==> src/sv/mcfh_pkg.sv <==
// Shared types and constants for the multi-color first-hit finder.
// No dependencies; every other file of the block refers to this package by scoped names.
`default_nettype none

package mcfh_pkg;

   localparam int COORD_BITS       = 12;
   localparam int CHAN_BITS        = 8;
   localparam int DIFF_SUM_BITS    = 10;
   localparam int ENTRY_COUNT_BITS = 3;
   localparam int ENTRY_BITS       = 48;
   localparam int CSR_INDEX_BITS   = 3;

   // register indexes of the configuration port
   localparam logic [CSR_INDEX_BITS-1:0] CSR_MAX_DIFF_SUM = 3'd0;
   localparam logic [CSR_INDEX_BITS-1:0] CSR_ENTRY_COUNT  = 3'd1;
   localparam logic [CSR_INDEX_BITS-1:0] CSR_ENTRY0       = 3'd2;

   localparam int QUEUE_DEPTH      = 4;
   localparam int QUEUE_PTR_BITS   = 2;
   localparam int QUEUE_COUNT_BITS = 3;

   typedef struct packed {
      logic [COORD_BITS-1:0] pixel_x;
      logic [COORD_BITS-1:0] pixel_y;
      logic [CHAN_BITS-1:0]  blue;
      logic [CHAN_BITS-1:0]  green;
      logic [CHAN_BITS-1:0]  red;
      logic                  last_pixel;
   } req_payload_type;

   typedef struct packed {
      logic                  found;
      logic [COORD_BITS-1:0] hit_x;
      logic [COORD_BITS-1:0] hit_y;
   } rsp_payload_type;

   // one target color entry, as written through the configuration port
   typedef struct packed {
      logic [CHAN_BITS-1:0] red_shift;
      logic [CHAN_BITS-1:0] green_shift;
      logic [CHAN_BITS-1:0] blue_shift;
      logic [CHAN_BITS-1:0] red;
      logic [CHAN_BITS-1:0] green;
      logic [CHAN_BITS-1:0] blue;
   } color_entry_type;

   // classified pixel, as it waits between front and back
   typedef struct packed {
      logic                  hit;
      logic                  last_pixel;
      logic [COORD_BITS-1:0] pixel_x;
      logic [COORD_BITS-1:0] pixel_y;
   } queue_item_type;

   typedef struct packed {
      logic full;
      logic not_empty;
   } queue_status_type;

endpackage

`default_nettype wire

==> src/sv/mcfh_front.sv <==
// Front end: configuration registers and the per-entry color match of one pixel.
// Depends on mcfh_pkg.
`default_nettype none

module mcfh_front #(
   parameter int COLOR_ENTRIES = 4
) (
   input  wire logic                                 clock,
   input  wire logic                                 reset,
   input  wire logic                                 csr_valid,
   input  wire logic [mcfh_pkg::CSR_INDEX_BITS-1:0]  csr_index,
   input  wire logic [mcfh_pkg::ENTRY_BITS-1:0]      csr_data,
   input  wire mcfh_pkg::req_payload_type            pixel,
   output mcfh_pkg::queue_item_type                  item
);

   logic [mcfh_pkg::DIFF_SUM_BITS-1:0]    max_diff_sum_ff;
   logic [mcfh_pkg::ENTRY_COUNT_BITS-1:0] entry_count_ff;
   mcfh_pkg::color_entry_type             entries_ff [COLOR_ENTRIES];
   logic [COLOR_ENTRIES-1:0]              entry_hit_vec;

   function automatic logic [mcfh_pkg::CHAN_BITS-1:0] abs_diff(
      input logic [mcfh_pkg::CHAN_BITS-1:0] a,
      input logic [mcfh_pkg::CHAN_BITS-1:0] b
   );
      return (a > b) ? (a - b) : (b - a);
   endfunction

   // hit when the difference sum is within the limit, or every channel is within its shift
   function automatic logic entry_match(
      input mcfh_pkg::color_entry_type           e,
      input mcfh_pkg::req_payload_type           p,
      input logic [mcfh_pkg::DIFF_SUM_BITS-1:0]  limit
   );
      logic [mcfh_pkg::CHAN_BITS-1:0]     d_b;
      logic [mcfh_pkg::CHAN_BITS-1:0]     d_g;
      logic [mcfh_pkg::CHAN_BITS-1:0]     d_r;
      logic [mcfh_pkg::DIFF_SUM_BITS-1:0] sum;
      d_b = abs_diff(e.blue, p.blue);
      d_g = abs_diff(e.green, p.green);
      d_r = abs_diff(e.red, p.red);
      sum = {2'b00, d_b} + {2'b00, d_g} + {2'b00, d_r};
      return (sum <= limit) ||
             ((d_b <= e.blue_shift) && (d_g <= e.green_shift) && (d_r <= e.red_shift));
   endfunction

   always_ff @(posedge clock) begin
      if (reset) begin
         max_diff_sum_ff <= '0;
         entry_count_ff  <= mcfh_pkg::ENTRY_COUNT_BITS'(1);
      end else if (csr_valid) begin
         if (csr_index == mcfh_pkg::CSR_MAX_DIFF_SUM) begin
            max_diff_sum_ff <= csr_data[mcfh_pkg::DIFF_SUM_BITS-1:0];
         end
         if (csr_index == mcfh_pkg::CSR_ENTRY_COUNT) begin
            entry_count_ff <= csr_data[mcfh_pkg::ENTRY_COUNT_BITS-1:0];
         end
      end
   end

   for (genvar i = 0; i < COLOR_ENTRIES; i++) begin : g_entry
      localparam logic [mcfh_pkg::CSR_INDEX_BITS-1:0] ENTRY_INDEX =
         mcfh_pkg::CSR_INDEX_BITS'(int'(mcfh_pkg::CSR_ENTRY0) + i);
      localparam logic [mcfh_pkg::ENTRY_COUNT_BITS-1:0] ENTRY_NUM =
         mcfh_pkg::ENTRY_COUNT_BITS'(i);

      always_ff @(posedge clock) begin
         if (reset) begin
            entries_ff[i] <= '0;
         end else if (csr_valid && (csr_index == ENTRY_INDEX)) begin
            entries_ff[i] <= csr_data;
         end
      end

      // an entry takes part only below the configured count
      assign entry_hit_vec[i] = (ENTRY_NUM < entry_count_ff) &&
                                entry_match(entries_ff[i], pixel, max_diff_sum_ff);
   end

   assign item.hit        = |entry_hit_vec;
   assign item.last_pixel = pixel.last_pixel;
   assign item.pixel_x    = pixel.pixel_x;
   assign item.pixel_y    = pixel.pixel_y;

endmodule

`default_nettype wire

==> src/sv/mcfh_queue.sv <==
// Short queue of classified pixels between the front end and the hit tracker.
// Depends on mcfh_pkg.
`default_nettype none

module mcfh_queue (
   input  wire logic                      clock,
   input  wire logic                      reset,
   input  wire logic                      push,
   input  wire mcfh_pkg::queue_item_type  push_item,
   input  wire logic                      pop,
   output mcfh_pkg::queue_item_type       head,
   output mcfh_pkg::queue_status_type     status
);

   mcfh_pkg::queue_item_type                slots_ff [mcfh_pkg::QUEUE_DEPTH];
   logic [mcfh_pkg::QUEUE_PTR_BITS-1:0]     wr_ptr_ff;
   logic [mcfh_pkg::QUEUE_PTR_BITS-1:0]     rd_ptr_ff;
   logic [mcfh_pkg::QUEUE_COUNT_BITS-1:0]   count_ff;
   logic [mcfh_pkg::QUEUE_COUNT_BITS-1:0]   count_in;

   always_comb begin
      unique case ({push, pop})
         2'b10:   count_in = count_ff + mcfh_pkg::QUEUE_COUNT_BITS'(1);
         2'b01:   count_in = count_ff - mcfh_pkg::QUEUE_COUNT_BITS'(1);
         default: count_in = count_ff;
      endcase
   end

   always_ff @(posedge clock) begin
      if (reset) begin
         wr_ptr_ff <= '0;
         rd_ptr_ff <= '0;
         count_ff  <= '0;
      end else begin
         if (push) begin
            wr_ptr_ff <= wr_ptr_ff + mcfh_pkg::QUEUE_PTR_BITS'(1);
         end
         if (pop) begin
            rd_ptr_ff <= rd_ptr_ff + mcfh_pkg::QUEUE_PTR_BITS'(1);
         end
         count_ff <= count_in;
      end
   end

   always_ff @(posedge clock) begin
      if (push) begin
         slots_ff[wr_ptr_ff] <= push_item;
      end
   end

   assign head             = slots_ff[rd_ptr_ff];
   assign status.full      = (count_ff == mcfh_pkg::QUEUE_COUNT_BITS'(mcfh_pkg::QUEUE_DEPTH));
   assign status.not_empty = (count_ff != '0);

   a_no_overflow: assert property (@(posedge clock) disable iff (reset)
      push |-> (count_ff < mcfh_pkg::QUEUE_COUNT_BITS'(mcfh_pkg::QUEUE_DEPTH)))
      else $error("queue push while full");

   a_no_underflow: assert property (@(posedge clock) disable iff (reset)
      pop |-> (count_ff != '0))
      else $error("queue pop while empty");

endmodule

`default_nettype wire

==> src/sv/mcfh_back.sv <==
// Back end: first-hit tracker of the current region and the result register.
// Depends on mcfh_pkg.
`default_nettype none

module mcfh_back (
   input  wire logic                        clock,
   input  wire logic                        reset,
   input  wire logic                        q_not_empty,
   input  wire mcfh_pkg::queue_item_type    head,
   output logic                             pop,
   output logic                             rsp_valid,
   input  wire logic                        rsp_stall,
   output mcfh_pkg::rsp_payload_type        rsp_payload
);

   logic                             hit_seen_ff;
   logic                             hit_seen_in;
   logic [mcfh_pkg::COORD_BITS-1:0]  first_x_ff;
   logic [mcfh_pkg::COORD_BITS-1:0]  first_x_in;
   logic [mcfh_pkg::COORD_BITS-1:0]  first_y_ff;
   logic [mcfh_pkg::COORD_BITS-1:0]  first_y_in;
   logic                             rsp_valid_ff;
   mcfh_pkg::rsp_payload_type        rsp_ff;
   logic                             out_free;

   // a region's last pixel needs the result register free; others always drain
   assign out_free = !rsp_valid_ff || !rsp_stall;
   assign pop      = q_not_empty && (!head.last_pixel || out_free);

   always_comb begin
      hit_seen_in = hit_seen_ff;
      first_x_in  = first_x_ff;
      first_y_in  = first_y_ff;
      if (head.hit && !hit_seen_ff) begin
         hit_seen_in = 1'b1;
         first_x_in  = head.pixel_x;
         first_y_in  = head.pixel_y;
      end
   end

   always_ff @(posedge clock) begin
      if (reset) begin
         hit_seen_ff  <= 1'b0;
         first_x_ff   <= '0;
         first_y_ff   <= '0;
         rsp_valid_ff <= 1'b0;
      end else begin
         if (pop && head.last_pixel) begin
            hit_seen_ff <= 1'b0;
            first_x_ff  <= '0;
            first_y_ff  <= '0;
         end else if (pop) begin
            hit_seen_ff <= hit_seen_in;
            first_x_ff  <= first_x_in;
            first_y_ff  <= first_y_in;
         end
         if (pop && head.last_pixel) begin
            rsp_valid_ff <= 1'b1;
         end else if (!rsp_stall) begin
            rsp_valid_ff <= 1'b0;
         end
      end
   end

   always_ff @(posedge clock) begin
      if (pop && head.last_pixel) begin
         rsp_ff.found <= hit_seen_in;
         rsp_ff.hit_x <= first_x_in;
         rsp_ff.hit_y <= first_y_in;
      end
   end

   assign rsp_valid   = rsp_valid_ff;
   assign rsp_payload = rsp_ff;

   a_no_result_overwrite: assert property (@(posedge clock) disable iff (reset)
      (pop && head.last_pixel) |-> !(rsp_valid_ff && rsp_stall))
      else $error("result overwritten while stalled");

   a_region_clears: assert property (@(posedge clock) disable iff (reset)
      (pop && head.last_pixel) |=> (!hit_seen_ff && (first_x_ff == '0) && (first_y_ff == '0)))
      else $error("tracker not cleared after region end");

   a_miss_zero_coords: assert property (@(posedge clock) disable iff (reset)
      (rsp_valid_ff && !rsp_ff.found) |-> ((rsp_ff.hit_x == '0) && (rsp_ff.hit_y == '0)))
      else $error("miss result carries coordinates");

endmodule

`default_nettype wire

==> src/sv/multi_color_first_hit_finder_top.sv <==
// Top level of the multi-color first-hit finder; instantiates mcfh_front, mcfh_queue
// and mcfh_back, all of which use mcfh_pkg.
`default_nettype none

// Pixels stream in one per clock, in the scan order the source picks, with last_pixel
// on the final pixel of the search region. Each pixel is matched against the enabled
// target entries (sum of channel differences at most max_diff_sum, or every channel
// within its entry's shift); the coordinates of the first matching pixel are kept and
// one result beat goes out after the region's last pixel, after which the tracker
// clears. Sustained rate is one pixel per cycle: the color match is combinational in
// front of a four-beat queue, and the tracker drains one queue entry per cycle. A
// result is registered when its last pixel is popped from the queue. req_stall rises only
// when the queue is full, which happens only while a result beat is held by rsp_stall
// and further pixels pile up behind the held region end. Configuration writes are always taken
// (csr_ready is tied high) and should be issued only while the block is idle. Nothing
// needs clearing after reset.
module multi_color_first_hit_finder_top #(
   parameter int COLOR_ENTRIES = 4
) (
   input  wire logic                                 clock,
   input  wire logic                                 reset,
   input  wire logic                                 req_valid,
   output logic                                      req_stall,
   input  wire mcfh_pkg::req_payload_type            req_payload,
   output logic                                      rsp_valid,
   input  wire logic                                 rsp_stall,
   output mcfh_pkg::rsp_payload_type                 rsp_payload,
   input  wire logic                                 csr_valid,
   output logic                                      csr_ready,
   input  wire logic [mcfh_pkg::CSR_INDEX_BITS-1:0]  csr_index,
   input  wire logic [mcfh_pkg::ENTRY_BITS-1:0]      csr_data
);

   mcfh_pkg::queue_item_type    front_item;
   mcfh_pkg::queue_item_type    queue_head;
   mcfh_pkg::queue_status_type  queue_status;
   logic                        push;
   logic                        pop;

   // hold the source only while the queue is full
   assign req_stall = queue_status.full;
   assign push      = req_valid && !req_stall;
   assign csr_ready = 1'b1;

   mcfh_front #(
      .COLOR_ENTRIES (COLOR_ENTRIES)
   ) u_front (
      .clock     (clock),
      .reset     (reset),
      .csr_valid (csr_valid && csr_ready),
      .csr_index (csr_index),
      .csr_data  (csr_data),
      .pixel     (req_payload),
      .item      (front_item)
   );

   mcfh_queue u_queue (
      .clock     (clock),
      .reset     (reset),
      .push      (push),
      .push_item (front_item),
      .pop       (pop),
      .head      (queue_head),
      .status    (queue_status)
   );

   // advance the tracker one beat per cycle; hold a region end until the result slot frees
   mcfh_back u_back (
      .clock       (clock),
      .reset       (reset),
      .q_not_empty (queue_status.not_empty),
      .head        (queue_head),
      .pop         (pop),
      .rsp_valid   (rsp_valid),
      .rsp_stall   (rsp_stall),
      .rsp_payload (rsp_payload)
   );

endmodule

`default_nettype wire

==> config.mk <==
export PLATFORM = sky130hd
export DESIGN_NAME = multi_color_first_hit_finder_top
export DESIGN_NICKNAME = d
export VERILOG_FILES = /design/src/sv/mcfh_pkg.sv /design/src/sv/mcfh_front.sv /design/src/sv/mcfh_queue.sv /design/src/sv/mcfh_back.sv /design/src/sv/multi_color_first_hit_finder_top.sv
export SDC_FILE = /design/constraint.sdc
export NUM_CORES = 1
export LEC_CHECK = 0
export BUFFER_PORTS_ARGS = -buffer_cell sky130_fd_sc_hd__buf_2
export CAP_MARGIN = 20
export CORE_MARGIN = 5
export CORE_UTILIZATION = 63
export DETAILED_ROUTE_END_ITERATION = 8
export PLACE_DENSITY_LB_ADDON = 0.25
export SETUP_SLACK_MARGIN = 0.3
export SYNTH_ARGS = -nofsm -noshare
export SYNTH_HDL_FRONTEND = slang
export SYNTH_SLANG_ARGS = --single-unit
export TNS_END_PERCENT = 100
==> constraint.sdc <==
create_clock -name clock -period 8 [get_ports clock]
set_clock_uncertainty 0.05 [all_clocks]
set_input_delay 0 -clock clock [delete_from_list [all_inputs] [get_ports clock]]
set_output_delay 0 -clock clock [all_outputs]
set_load 0.005 [all_outputs]
==> results of run 1 <==
## where the power goes
| group | leakage [nW] | internal (mW) | switching (mW) |
|---|---|---|---|
| logic | 9.32 | 2.41 | 3.11 |
| registers | 3.44 | 2.43 | 0.127 |
| clock network | 0.719 | 1.22 | 0.849 |
## cell usage in the layout, fill, tap and decap left out, types with 53 or more instances in the layout
cell,synthesis,layout
ha_1,385,385
inv_1,345,345
a21oi_1,162,162
a21o_1,64,64
nand2_1,107,107
mux2i_1,70,70
buf_2,17,131
xnor2_1,88,88
dlygate4sd3_1,0,92
o21ai_0,100,100
edfxtp_1,321,321
nor2b_1,53,53
and2_1,201,201
nor2_1,97,93
## cell families after synthesis
family	Yosys count	share of synthesized area, %
simple gates	604	12.0
xor+xnor	122	3.95
mux	150	7.04
flops	369	39.2
fa+ha+maj	418	20.3
buf+inv	399	5.75
other cells	1	0.0139
compound gates	498	11.8
## per-layer routing
metal	up-vias	wire [um]	GRT usage, %
met4	4	4050	15.1
met5	-	27	0
met1	9821	30600	40.4
met3	224	4890	4.61
met2	778	36400	54.0
li1	9491	-	-
## sequential cells by signal, indices dropped and copies added (netlist names), 3 cells and up, named ones only
signal                   count
u_front.entries_ff         192
u_queue.slots_ff           104
u_back.rsp_payload          25
u_back.first_x_ff           12
u_back.first_y_ff           12
u_front.max_diff_sum_ff     10
u_front.entry_count_ff       3
u_queue.count_ff             3
## layout make-up
class,instances,area [sq um]
Multi-Input combinational cell,1793,14900
Inverter,345,1290
Clock inverter,23,324
Fill cell,3016,11500
Clock buffer,53,1140
Tap cell,539,674
Timing Repair Buffer,243,1790
Sequential cell,369,10600
## what timing repair did
item	CTS	global route
hold buffers	92	0
setup endpoints to repair	0	0
hold endpoints to repair	315	0
gates resized for setup	0	0
## stage by stage
stage	instances	setup WS, ns	utilization (%)
after CTS	3363	1.42	72.7
after global routing	3365	0.969	72.8
final	3365	1.38	72.8
after detailed placement	3195	1.45	67.0
after floorplan	2561	2.25	-
after global placement	3192	1.63	66.9
## final timing paths
path | from | to | slack, ns
max | u_front.entries_ff[2][0] | u_queue.slots_ff[2][25] | 1.38
min | csr_index[1] | u_front.entry_count_ff[1] | 0.03
max reg2reg | u_front.entries_ff[2][0] | u_queue.slots_ff[2][25] | 1.38
min reg2reg | u_front.max_diff_sum_ff[9] | u_front.max_diff_sum_ff[9] | 0.42
## critical path: cells and delay by family (launching register included)
| kind | cells | cell delay, ns |
|---|---|---|
| DFF | 1 | 0.39 |
| muxes | 2 | 0.72 |
| xor gates and xnor gates | 2 | 0.32 |
| AOI/OAI and AO/OA | 14 | 2.75 |
| buffers and inverters | 2 | 0.12 |
| adders and majority gates | 5 | 1.56 |
| and+or+nand+nor | 2 | 0.39 |
==> flow_metrics.tcl, run 1 <==
set metrics [dict create \
    wl_per_cell_um 22.6 \
    numCtsBuffers 41 \
    post-route-min-period_ns 6.62 \
    netlist_area_sq_mm 0.0270 \
    crit_required_ns 8.22 \
    drv_slew 0 \
    yosysMostFrequentCell "ha_1" \
    post_cts_buffers 0 \
    grt_max_degree 49 \
    ys_seq_area_share_pct 39.2 \
    grt_pass1_wl_um 117000 \
    rsz0062_at_grt "false" \
    io_buffer_count 131 \
    cap_violations 0 \
    grtUsageTotal_pct 31.8 \
    fp.dieW_um 217 \
    synth_top_area_share_pct 35.7 \
    setup_viol 0 \
    rows 75 \
    htreeDepth 2 \
    setup_tns_ns 0 \
    root_buffer "clkbuf_16" \
    clk_pin_slew_ns 0.06 \
    synth_area_leader_cell "edfxtp_1" \
    grt.overflow.total 0 \
    hold_depth 5 \
    drive_above_1_share_pct 10.8 \
    syn_inst 2561 \
    cts_buffer_depth 3 \
    yosys-top-cells-count "385 x ha_1, 345 x inv_1, 321 x edfxtp_1" \
    dp_hpwl_um 54700 \
    start_kind "flip-flop" \
    hold_path_class "in -> reg" \
    cts_tree "done" \
    final_area_sq_mm 0.0308 \
    crit_type "reg -> reg" \
    synthFlopType "edfxtp_1" \
    gp_congestion 0.964 \
    cp_max_fo 10 \
    synth_cell_types 82 \
    avgSynthCellArea_sq_um 10.6 \
    dr.pass1.iters 6 \
    total_power_mw 10.2 \
    initial_core_util_pct 64.0 \
    slowest_stage "a311oi_1" \
    path_common_cell "ha_1" \
    ff2ff_path_depth 27 \
    area_growth_pct 13.8 \
    power.density_mw_per_mm2 330 \
    grt_pass1_vias 20900 \
    netlist_top_cells_area "edfxtp_1 36%, ha_1 18%, inv_1 4.8%" \
    core_area_sq_mm 0.0422 \
    die_h_um 217 \
    vdd_drop_max_mv 0.288 \
    placed_cell_area_sq_mm 0.0283 \
    via_count 20300 \
    die-area_sq_mm 0.0471 \
    status "complete, no violations" \
    critical_path_arrival_ns 6.85 \
    relSlewSlack_pct 45.2 \
    ant_nets 0 \
    avgViaCountPerCell 6.04 \
    first_iter_violations 1598 \
    finalHoldViolCount 0 \
    yosysWarnings 0 \
    end_kind "flip-flop" \
    antenna_found_initial 5 \
    fmax_mhz 151 \
    cts.sinks 369 \
    ys_seq_elements 369 \
    routed_wl_um 75900 \
    synthesis.nets 3084 \
    cp_slowest_stage_delay_ns 0.51 \
    insertedDiodeCount 0 \
    async_flop_share_pct 0 \
    synth_edf_count 321 \
    leakagePower_nw 13.5 \
    fin_nets 3316 \
    worstMarginPinSlew_ns 0.822 \
    fin_crit_sh_pct 82.8 \
    insertion_delay_ns 0.58 \
    drc 0 \
    hold_ws_ns 0.0318 \
    io_pins 133 \
]
(Power assumes the default switching activity.)
==> inputs of run 2 (changes only) <==
- clock period: 8 -> 6.9 ns (I/O delays scaled with it)
==> flow_metrics.tcl, run 2 (synthesized netlist as in run 1, its figures left out) <==
set metrics [dict create \
    routed_wl_um 74900 \
    placed_cells 3193 \
    fmax_mhz 159 \
    min_to "u_front.max_diff_sum_ff[8]" \
    status "complete, no violations" \
    via_count 20200 \
    largest_reg_flops 192 \
    ff2ff_path_depth 26 \
    drv_slew 0 \
    min_from "csr_index[1]" \
    slowest_stage "edfxtp_1" \
    dp_slack_ns 0.498 \
    drive_above_1_share_pct 11.0 \
    grt.overflow.total 0 \
    insertion_delay_ns 0.61 \
    fin_nets 3316 \
    end_kind "flip-flop" \
    multi_input_area_sq_mm 0.0150 \
    hold_path_class "in -> reg" \
    post-route-min-period_ns 6.31 \
    final_area_sq_mm 0.0307 \
    grtUsageTotal_pct 31.4 \
    layout_setup_ws_ns 0.593 \
    dp_hpwl_um 54600 \
    grt_max_degree 49 \
    start_kind "flip-flop" \
    ant_nets 0 \
    timing.rr.start "u_front.entries_ff[0][0]" \
    die-area_sq_mm 0.0471 \
    placed_cell_area_sq_mm 0.0283 \
    final_common_cell "ha_1" \
    cp_max_fo 10 \
    cts.sinks 369 \
    drc 0 \
    avgViaCountPerCell 6.01 \
    grt_pass1_vias 20800 \
    dr.pass1.iters 6 \
    io_pins 133 \
    finalHoldViolCount 0 \
    clk_pin_slew_ns 0.06 \
    root_buffer "clkbuf_16" \
    instances_no_fill 3369 \
    fp.dieW_um 217 \
    die_h_um 217 \
    relSlewSlack_pct 44.4 \
    vdd_drop_max_mv 0.321 \
    rsz0062_at_grt "false" \
    setup_tns_ns 0 \
    cts_buffer_depth 3 \
    fin_crit_sh_pct 91.4 \
    grt_pass1_wl_um 115000 \
    worstMarginPinSlew_ns 0.833 \
    critical_path_arrival_ns 6.57 \
    top_register "u_front.entries_ff" \
    initial_core_util_pct 64.0 \
    numCtsBuffers 42 \
    first_iter_violations 1483 \
    final_cell_mix "385 x ha_1, 345 x inv_1, 321 x edfxtp_1, 201 x and2_1, 161 x a21oi_1" \
    cap_violations 0 \
    power.density_mw_per_mm2 382 \
    io_buffer_count 131 \
    cts_tree "done" \
    gp_congestion 0.953 \
    htreeDepth 2 \
    hold_ws_ns 0.0592 \
    setup_viol 0 \
    crit_type "reg -> reg" \
    regToRegSetupSlack_ns 0.59 \
    timing.rr.end "u_queue.slots_ff[3][25]" \
    leakagePower_nw 13.4 \
    regArea_sq_mm 0.0106 \
    n_fill_cell 2922 \
    wl_per_cell_um 22.2 \
    crit_required_ns 7.16 \
    hold_depth 5 \
    area_growth_pct 13.7 \
    cp_slowest_stage_delay_ns 0.43 \
    rows 75 \
    antenna_found_initial 3 \
    core_area_sq_mm 0.0422 \
]
==> run 2: cell types whose count changed in the layout (fill, tap and decap cells not counted), sizes merged <==
cell / before / now
inv: 347 / 345
bufinv: 6 / 4
clkinv: 15 / 21
buf: 151 / 155
clkbuf: 53 / 52
diode: 0 / 3
clkinvlp: 0 / 1
dlygate4sd3: 92 / 87
==> run 2: critical path, delay by kind of cell, from the launching register on <==
family,cells,cell delay [ns]
flip-flops,1,0.43
XOR/XNOR,3,0.79
AND/OR/NAND/NOR,3,0.47
buffers and inverters,2,0.15
adder cells (fa/ha/maj),5,1.55
AO/OA/AOI/OAI,12,2.13
multiplexers,1,0.41
==> run 2: power breakdown <==
part           internal (mW)  leakage [nW]  switching (mW)
Sequential              2.82          3.44           0.141
Combinational           2.82          9.34            3.64
Clock                   1.31         0.675           0.993
Total                   6.95          13.4            4.78
==> run 2: how the worst max path moves through the flow <==
stage	start	end	slack, ns	depth (start not counted)
6_report	u_front.entries_ff[0][0]	u_queue.slots_ff[3][25]	0.59	26
5_1_grt	u_front.entries_ff[2][0]	u_queue.slots_ff[3][25]	0.30	27
4_1_cts	u_front.entries_ff[2][0]	u_queue.slots_ff[3][25]	0.49	27
3_5_place_dp	u_front.entries_ff[2][0]	u_queue.slots_ff[1][25]	0.50	27
3_3_place_gp	u_front.entries_ff[2][0]	u_queue.slots_ff[2][25]	0.60	27
2_1_floorplan	u_front.entries_ff[2][0]	u_queue.slots_ff[0][25]	1.15	27
==> run 2: per-stage QoR <==
stage,power [mW],util (%)
after floorplan,7.60,-
after global placement,8.86,66.9
after detailed placement,9.16,67.0
after CTS,11.5,72.4
after global routing,12.6,72.7
final,11.7,72.8
==> run 2: per-layer routing <==
metal	global-route usage [%]	wire length (um)	up-vias	share of wire [%]
li1	-	-	9504	-
met1	39.2	29800	9772	40
met4	14.9	4030	2	5.4
met2	52.9	35700	764	48
met5	0	13	-	0.017
met3	6.10	5360	201	7.2
==> run 2: layout make-up <==
class / instances / area share [%]
clock inverter: 26 / 0.929
inverter: 345 / 4.22
tap: 539 / 2.20
antenna: 3 / 0.0244
sequential: 369 / 34.5
timing repair buffer: 242 / 5.83
multi-input combinational: 1793 / 48.7
clock buffer: 52 / 3.61
==> run 2: timing repair <==
item                                    in CTS  in global routing
hold buffers                                87                  0
buffers inserted                             0                  3
resized for setup                            0                  8
endpoints found under the setup margin       0                  4
endpoints found under the hold margin      323                  0
